File: config.mk
export PLATFORM = sky130hd
export DESIGN_NAME = osd_menu_key_controller
export DESIGN_NICKNAME = d
export VERILOG_FILES = /design/src/rtl/core/omkc_pkg.sv /design/src/rtl/core/omkc_cursor.sv /design/src/rtl/core/omkc_fade.sv /design/src/rtl/core/osd_menu_key_controller.sv
export SDC_FILE = /design/constraint.sdc
export NUM_CORES = 1
export LEC_CHECK = 0
export BUFFER_PORTS_ARGS = -buffer_cell sky130_fd_sc_hd__buf_2
export CORE_ASPECT_RATIO = 1.5
export CORE_MARGIN = 2
export CORE_UTILIZATION = 25
export CTS_BUF_LIST = sky130_fd_sc_hd__clkbuf_8 sky130_fd_sc_hd__clkbuf_16
export CTS_CLUSTER_SIZE = 12
export DETAILED_ROUTE_END_ITERATION = 7
export SYNTH_ARGS = -nofsm -noshare
export SYNTH_HDL_FRONTEND = slang
export SYNTH_SLANG_ARGS = --single-unit
File: constraint.sdc
create_clock -name aclk -period 16.45 [get_ports aclk]
set_input_delay 0 -clock aclk [delete_from_list [all_inputs] [get_ports aclk]]
set_output_delay 0 -clock aclk [all_outputs]
set_load 0.02 [all_outputs]
File: src/rtl/core/omkc_pkg.sv
// Types and constants shared by the menu key controller modules.
package omkc_pkg;

    // Largest list size the controller handles; the page register holds 128 entries.
    localparam int MAX_ENTRIES   = 128;
    localparam int PAGE_CAPACITY = 128;
    localparam logic [7:0] COUNT_CAP =
        8'((MAX_ENTRIES < PAGE_CAPACITY) ? MAX_ENTRIES : PAGE_CAPACITY);

    // Configuration register indexes.
    localparam logic [1:0] REG_ENTRY_COUNT   = 2'd0;
    localparam logic [1:0] REG_SHOW_DURATION = 2'd1;
    localparam logic [1:0] REG_MAX_ALPHA     = 2'd2;

    localparam logic [7:0] SHOW_DURATION_RESET = 8'd90;
    localparam logic [5:0] MAX_ALPHA_RESET     = 6'd40;
    localparam logic [6:0] ALPHA_STEP_UP       = 7'd4;

    // Key masks, in the bit order of the button levels.
    localparam logic [2:0] KEY_UP   = 3'b001;
    localparam logic [2:0] KEY_OK   = 3'b010;
    localparam logic [2:0] KEY_DOWN = 3'b100;

    // RC5 commands and their toggle memory slots.
    localparam int         IR_TOGGLE_BIT = 11;
    localparam logic [5:0] CMD_UP_A   = 6'd16;
    localparam logic [5:0] CMD_UP_B   = 6'd32;
    localparam logic [5:0] CMD_DOWN_A = 6'd17;
    localparam logic [5:0] CMD_DOWN_B = 6'd33;
    localparam logic [5:0] CMD_OK     = 6'd12;

    localparam int         TOGGLE_SLOTS = 5;
    localparam logic [2:0] SLOT_UP_A    = 3'd0;
    localparam logic [2:0] SLOT_UP_B    = 3'd1;
    localparam logic [2:0] SLOT_DOWN_A  = 3'd2;
    localparam logic [2:0] SLOT_DOWN_B  = 3'd3;
    localparam logic [2:0] SLOT_OK      = 3'd4;
    localparam logic [1:0] TOGGLE_NONE  = 2'd2;

    typedef struct packed {
        logic [2:0]  buttons;
        logic        ir_valid;
        logic [11:0] ir_word;
    } in_beat_t;

    typedef struct packed {
        logic [5:0] alpha;
        logic       visible;
        logic [1:0] cursor_row;
        logic [4:0] cursor_page;
        logic       start_valid;
        logic [6:0] start_index;
    } out_beat_t;

    typedef struct packed {
        logic [4:0] page;
        logic [1:0] row;
    } cursor_t;

    typedef struct packed {
        logic       valid;
        logic [6:0] index;
    } start_req_t;

endpackage

File: src/rtl/core/omkc_cursor.sv
// Paged cursor update for one key event: up, then down, then ok.
module omkc_cursor
    import omkc_pkg::*;
(
    input  logic       enable,
    input  logic [2:0] keys,
    input  logic [7:0] count,
    input  cursor_t    cur,
    output cursor_t    cur_next,
    output start_req_t req
);

    logic [5:0] pages;
    logic [4:0] last_page;
    logic [1:0] last_row;

    always_comb begin
        pages     = 6'((9'(count) + 9'd3) >> 2);
        last_page = 5'(pages - 6'd1);
        // Rows on the last page minus one; a full last page wraps to three.
        last_row  = count[1:0] - 2'd1;
        cur_next  = cur;
        req       = '0;
        if (enable) begin
            if ((keys & KEY_UP) != 3'd0) begin
                if (cur_next.row != 2'd0) begin
                    cur_next.row = cur_next.row - 2'd1;
                end else if (cur_next.page != 5'd0) begin
                    cur_next.page = cur_next.page - 5'd1;
                    cur_next.row  = 2'd3;
                end
            end
            if ((keys & KEY_DOWN) != 3'd0) begin
                if (cur_next.page < last_page) begin
                    if (cur_next.row != 2'd3) begin
                        cur_next.row = cur_next.row + 2'd1;
                    end else begin
                        cur_next.page = cur_next.page + 5'd1;
                        cur_next.row  = 2'd0;
                    end
                end else if (cur_next.row < last_row) begin
                    cur_next.row = cur_next.row + 2'd1;
                end
            end
            if ((keys & KEY_OK) != 3'd0) begin
                req.valid = 1'b1;
                req.index = {cur_next.page, cur_next.row};
            end
        end
    end

endmodule

File: src/rtl/core/omkc_fade.sv
// Display timer countdown and overlay alpha ramp for one tick.
module omkc_fade
    import omkc_pkg::*;
(
    input  logic       reload,
    input  logic [7:0] show_duration,
    input  logic [5:0] max_alpha,
    input  logic [7:0] timer,
    input  logic [5:0] alpha,
    output logic [7:0] timer_next,
    output logic [5:0] alpha_next
);

    logic [7:0] loaded;
    logic [6:0] raised;

    always_comb begin
        loaded     = reload ? show_duration : timer;
        timer_next = (loaded != 8'd0) ? loaded - 8'd1 : 8'd0;
        raised     = 7'(alpha) + ALPHA_STEP_UP;
        if (timer_next != 8'd0) begin
            alpha_next = (raised > {1'b0, max_alpha}) ? max_alpha : raised[5:0];
        end else if (alpha != 6'd0) begin
            alpha_next = alpha - 6'd1;
        end else begin
            alpha_next = 6'd0;
        end
    end

endmodule

File: src/rtl/core/osd_menu_key_controller.sv
// Top level of the on-screen menu key controller.
// Each input beat is one frame tick and yields exactly one result beat. A beat
// is captured in an input register; when the result register is free or being
// read, the whole tick (button edges, RC5 toggle check, cursor moves, timer and
// alpha) is evaluated in one pass and stored in the result register. One beat
// per cycle is sustained while the receiver takes every result; back-pressure
// on m_ready stalls the input register and then s_ready. The state is updated
// as a beat moves from the input register to the result register.
// Configuration writes take effect at once; the user must make them only while
// no tick is in flight, as the block itself does not enforce it.
module osd_menu_key_controller
    import omkc_pkg::*;
(
    input  logic       aclk,
    input  logic       aresetn,
    input  logic       cfg_we,
    input  logic [1:0] cfg_index,
    input  logic [7:0] cfg_data,
    input  logic       s_valid,
    output logic       s_ready,
    input  in_beat_t   s_data,
    output logic       m_valid,
    input  logic       m_ready,
    output out_beat_t  m_data
);

    logic [7:0] entry_count_reg;
    logic [7:0] show_duration_reg;
    logic [5:0] max_alpha_reg;

    logic       in_valid_reg;
    in_beat_t   in_data_reg;
    logic       out_valid_reg;
    out_beat_t  out_data_reg;

    logic [2:0] last_buttons_reg;
    logic [1:0] toggle_mem_reg [TOGGLE_SLOTS];
    cursor_t    cursor_reg;
    logic [7:0] show_timer_reg;
    logic [5:0] alpha_reg;

    logic       advance;
    logic [7:0] count_eff;
    logic       active;
    logic [2:0] fresh;
    logic       btn_event;
    logic       ir_hit;
    logic [2:0] ir_slot;
    logic [2:0] ir_keys;
    logic [1:0] ir_toggle;
    logic       ir_event;
    cursor_t    cursor_btn;
    cursor_t    cursor_next;
    start_req_t req_btn;
    start_req_t req_ir;
    logic [7:0] show_timer_next;
    logic [5:0] alpha_next;
    out_beat_t  out_data_next;

    assign advance = in_valid_reg && (!out_valid_reg || m_ready);
    assign s_ready = !in_valid_reg || advance;
    assign m_valid = out_valid_reg;
    assign m_data  = out_data_reg;

    assign count_eff = (entry_count_reg > COUNT_CAP) ? COUNT_CAP : entry_count_reg;
    assign active    = (alpha_reg != 6'd0) && (count_eff != 8'd0);
    assign fresh     = in_data_reg.buttons & ~last_buttons_reg;
    assign btn_event = fresh != 3'd0;
    assign ir_toggle = {1'b0, in_data_reg.ir_word[IR_TOGGLE_BIT]};

    always_comb begin
        ir_hit  = 1'b0;
        ir_slot = SLOT_UP_A;
        ir_keys = 3'd0;
        if (in_data_reg.ir_valid) begin
            case (in_data_reg.ir_word[5:0])
                CMD_UP_A: begin
                    ir_hit = 1'b1; ir_slot = SLOT_UP_A; ir_keys = KEY_UP;
                end
                CMD_UP_B: begin
                    ir_hit = 1'b1; ir_slot = SLOT_UP_B; ir_keys = KEY_UP;
                end
                CMD_DOWN_A: begin
                    ir_hit = 1'b1; ir_slot = SLOT_DOWN_A; ir_keys = KEY_DOWN;
                end
                CMD_DOWN_B: begin
                    ir_hit = 1'b1; ir_slot = SLOT_DOWN_B; ir_keys = KEY_DOWN;
                end
                CMD_OK: begin
                    ir_hit = 1'b1; ir_slot = SLOT_OK; ir_keys = KEY_OK;
                end
                default: begin
                    ir_hit = 1'b0;
                end
            endcase
        end
    end

    // A repeated RC5 frame carries the same toggle as the one stored for its command.
    assign ir_event = ir_hit && (toggle_mem_reg[ir_slot] != ir_toggle);

    omkc_cursor u_cursor_btn (
        .enable   (btn_event && active),
        .keys     (fresh),
        .count    (count_eff),
        .cur      (cursor_reg),
        .cur_next (cursor_btn),
        .req      (req_btn)
    );

    omkc_cursor u_cursor_ir (
        .enable   (ir_event && active),
        .keys     (ir_keys),
        .count    (count_eff),
        .cur      (cursor_btn),
        .cur_next (cursor_next),
        .req      (req_ir)
    );

    omkc_fade u_fade (
        .reload        (btn_event || ir_event),
        .show_duration (show_duration_reg),
        .max_alpha     (max_alpha_reg),
        .timer         (show_timer_reg),
        .alpha         (alpha_reg),
        .timer_next    (show_timer_next),
        .alpha_next    (alpha_next)
    );

    always_comb begin
        out_data_next.alpha       = alpha_next;
        out_data_next.visible     = alpha_next != 6'd0;
        out_data_next.cursor_row  = cursor_next.row;
        out_data_next.cursor_page = cursor_next.page;
        out_data_next.start_valid = req_btn.valid || req_ir.valid;
        out_data_next.start_index = req_ir.valid ? req_ir.index : req_btn.index;
    end

    always_ff @(posedge aclk) begin
        if (!aresetn) begin
            entry_count_reg   <= 8'd0;
            show_duration_reg <= SHOW_DURATION_RESET;
            max_alpha_reg     <= MAX_ALPHA_RESET;
        end else if (cfg_we) begin
            case (cfg_index)
                REG_ENTRY_COUNT:   entry_count_reg   <= cfg_data;
                REG_SHOW_DURATION: show_duration_reg <= cfg_data;
                REG_MAX_ALPHA:     max_alpha_reg     <= cfg_data[5:0];
                default:           entry_count_reg   <= entry_count_reg;
            endcase
        end
    end

    always_ff @(posedge aclk) begin
        if (!aresetn) begin
            in_valid_reg     <= 1'b0;
            out_valid_reg    <= 1'b0;
            last_buttons_reg <= 3'd0;
            for (int i = 0; i < TOGGLE_SLOTS; i++) begin
                toggle_mem_reg[i] <= TOGGLE_NONE;
            end
            cursor_reg       <= '0;
            show_timer_reg   <= SHOW_DURATION_RESET;
            alpha_reg        <= 6'd0;
        end else begin
            if (s_valid && s_ready) begin
                in_valid_reg <= 1'b1;
            end else if (advance) begin
                in_valid_reg <= 1'b0;
            end
            if (advance) begin
                out_valid_reg    <= 1'b1;
                last_buttons_reg <= in_data_reg.buttons;
                if (ir_event) begin
                    toggle_mem_reg[ir_slot] <= ir_toggle;
                end
                cursor_reg       <= cursor_next;
                show_timer_reg   <= show_timer_next;
                alpha_reg        <= alpha_next;
            end else if (m_ready) begin
                out_valid_reg <= 1'b0;
            end
        end
    end

    always_ff @(posedge aclk) begin
        if (s_valid && s_ready) begin
            in_data_reg <= s_data;
        end
        if (advance) begin
            out_data_reg <= out_data_next;
        end
    end

endmodule

==> impl_metrics.yaml <==
setup_path:
  crit_top_cell: "ha_1"
  crit-reg2reg-capture: "m_data[11]"
  endpoint_kind: "register"
  r2r-start: "entry_count_reg[7]"
  r2r_slack_ns: 8.50
  critPathSlowestCell: "a211oi_4"
  start_kind: "register"
  slowest_delay_ns: 0.51
  worstPathMaxFanout: 12
  worstPathRequired_ns: 16.54
  arrival_ns: 8.04
  worstSetupPathType: "register to register"
  reg2reg_depth: 32
logic_synthesis:
  syn_nets: 746
  synth_seq_cells: 91
  avgSynthCellArea_um2: 8.85
  synth_flop_cell: "dfxtp_1"
  synthTopCellsByCount: "nor2_1, nand2_1, dfxtp_1"
  synth.top_cells.by_area: "edfxtp_1, dfxtp_1, mux2i_1"
  synth_edf_count: 38
  synthCells: 690
  synth_warnings: 0
  post-synth-top-area-cell: "edfxtp_1"
  synthArstFlopShare_pct: 0
  yosysMostFrequentCell: "nor2_1"
  seq_area_frac_synth_pct: 36.1
  synth_cell_types: 92
  netlist.area_leader.share_pct: 18.7
  synth_area_um2: 6110
routing:
  drt_pass1_iterations: 5
  viasPerCell: 4.87
  vias: 5227
  ant_nets: 0
  routed_wl_um: 15500
  drtIter0Drc: 187
  drc: 0
  wl_per_cell_um: 14.5
flow_run:
  cap_violations: 0
status:
  status: "completed"
grt:
  grt_use_total_pct: 12.4
  grt_pass1_wl_um: 25700
  overflow: 0
  grt_pass1_vias: 5241
  grt_max_degree: 40
  grt_antenna_before_repair: 0
place:
  port_buffers: 49
  hpwl_um: 12100
  place_congestion: 0.901
floorplan:
  fp.dieW_um: 132
  start_util_pct: 25.3
  dieArea_um2: 25700
  core_um2: 24200
  io_pins: 55
  placementRows: 70
  chipHeight_um: 195
clocking:
  cts_resized: 0
  hold_buffers: 21
  clk_path_buf_depth: 2
  cts_setup_buffers: 0
  cts.sinks: 91
  clkSlewWorstSetupHoldPaths_ns: 0.07
  clk_latency_ns: 0.35
  root_buffer: "clkbuf_16"
  htree_levels: 3
  cts_inserted_buffers: 9
  cts_tree: "built"
finish:
  antennaDiodeCount: 0
  fillers: 2632
  syn_to_final_growth_pct: 18.2
  largest_reg_flops: 22
  nets: 801
  drive_gt1_share_pct: 15.1
sta:
  rsz0062_at_grt: "no"
  hold_viol: 0
  finalSetupViolations: 0
  worstMarginPinSlew_ns: 1.15
  timing.final.crit_share_pct: 48.3
  holdWs_ns: 0.0739
  relSlewSlack_pct: 22.8
  min_period_ns: 7.95
  finClkSkew_ns: 0.0101
  setup_tns_ns: 0
  slew_violations: 0
  fmax_mhz: 126
pwr:
  power_density_nw_per_um2: 85.0
  leakagePower_nw: 2.75
  ir_worst_vdd_mv: 0.0454
hold_path:
  holdPathStages: 2
  hold_start: "aresetn"
  hp-class: "primary input to register"
  min_delay_worst_endpoint: "show_duration_reg[1]"
-- worst max-delay path by stage --
stage          depth (start not counted)               start  slack (ns)         end
6_report                              32  entry_count_reg[7]        8.50  m_data[11]
5_1_grt                               30  entry_count_reg[7]        7.82  m_data[11]
4_1_cts                               30  entry_count_reg[7]        8.46  m_data[11]
3_5_place_dp                          30  entry_count_reg[7]        8.49  m_data[11]
3_3_place_gp                          30  entry_count_reg[7]        8.65  m_data[11]
2_1_floorplan                         31  entry_count_reg[7]        9.60  m_data[11]
-- worst max-delay path, delay by kind of cell, from the launching register on --
kind | cells | cell delay (ns)
AOI/OAI and AO/OA | 8 | 1.93
adders and majority gates | 5 | 1.42
buffers and inverters | 1 | 0.08
muxes | 2 | 0.44
and+or+nand+nor | 13 | 2.58
xor gates and xnor gates | 3 | 0.80
DFF | 1 | 0.43
-- cell usage in the layout, fill, tap and decap left out, types with 6 or more instances in the layout --
master	netlist	layout
a211oi_1	8	8
a21oi_1	29	29
a31oi_1	6	6
and2_1	8	8
and3_1	6	6
buf_2	2	49
clkbuf_16	0	12
dfxtp_1	53	53
dlygate4sd3_1	0	21
edfxtp_1	38	38
ha_1	25	25
inv_1	24	25
mux2i_1	37	37
nand2_1	76	76
nand2b_1	15	15
nand3_1	23	23
nand3b_1	6	6
nor2_1	78	78
nor2b_1	7	7
nor3_1	17	17
nor4_1	6	6
o21a_1	8	8
o21ai_0	40	40
o31ai_1	8	8
or3_1	10	10
xnor2_1	18	18
xor2_1	11	11
-- stage by stage --
stage / power [mW] / setup WS (ns) / util (%) / cell area, um^2 / std cells
2_1_floorplan: 0.356 / 9.60 / - / 6110 / 690
3_3_place_gp: 0.387 / 8.65 / 27.6 / 6670 / 1037
3_5_place_dp: 0.390 / 8.49 / 27.6 / 6670 / 1037
4_1_cts: 0.621 / 8.46 / 29.8 / 7220 / 1074
5_1_grt: 0.646 / 7.82 / 29.8 / 7220 / 1074
6_report: 0.613 / 8.50 / 29.8 / 7220 / 1074
-- per-layer routing --
layer	up-vias	GRT usage [%]	wire length, um
met2	99	23.8	8350
met4	0	7.17	653
met3	37	2.05	450
met1	2458	12.4	6090
met5	-	0	0
li1	2633	-	-
-- cells by family after synthesis --
kind of cell    synth area share (%)
simple gates                    24.4
mux                             7.36
flops                           36.1
fa+ha+maj                       5.35
xor+xnor                        4.16
buf+inv                         3.61
compound gates                  19.1
-- power breakdown --
group          leakage, nW  switching, mW  internal, mW
Clock                0.171         0.0901         0.135
Sequential           0.800        0.00942         0.247
Combinational         1.78         0.0803        0.0513
-- area by class of cell --
type | count | area (um^2) | share of cell area (%)
Multi-Input combinational cell | 543 | 3680 | 51.0
Clock buffer | 13 | 314 | 4.35
Clock inverter | 3 | 23.8 | 0.329
Timing Repair Buffer | 75 | 493 | 6.83
Inverter | 25 | 93.8 | 1.30
Sequential cell | 91 | 2200 | 30.5
Tap cell | 324 | 405 | 5.62
Power figures use the tool's default switching activity.
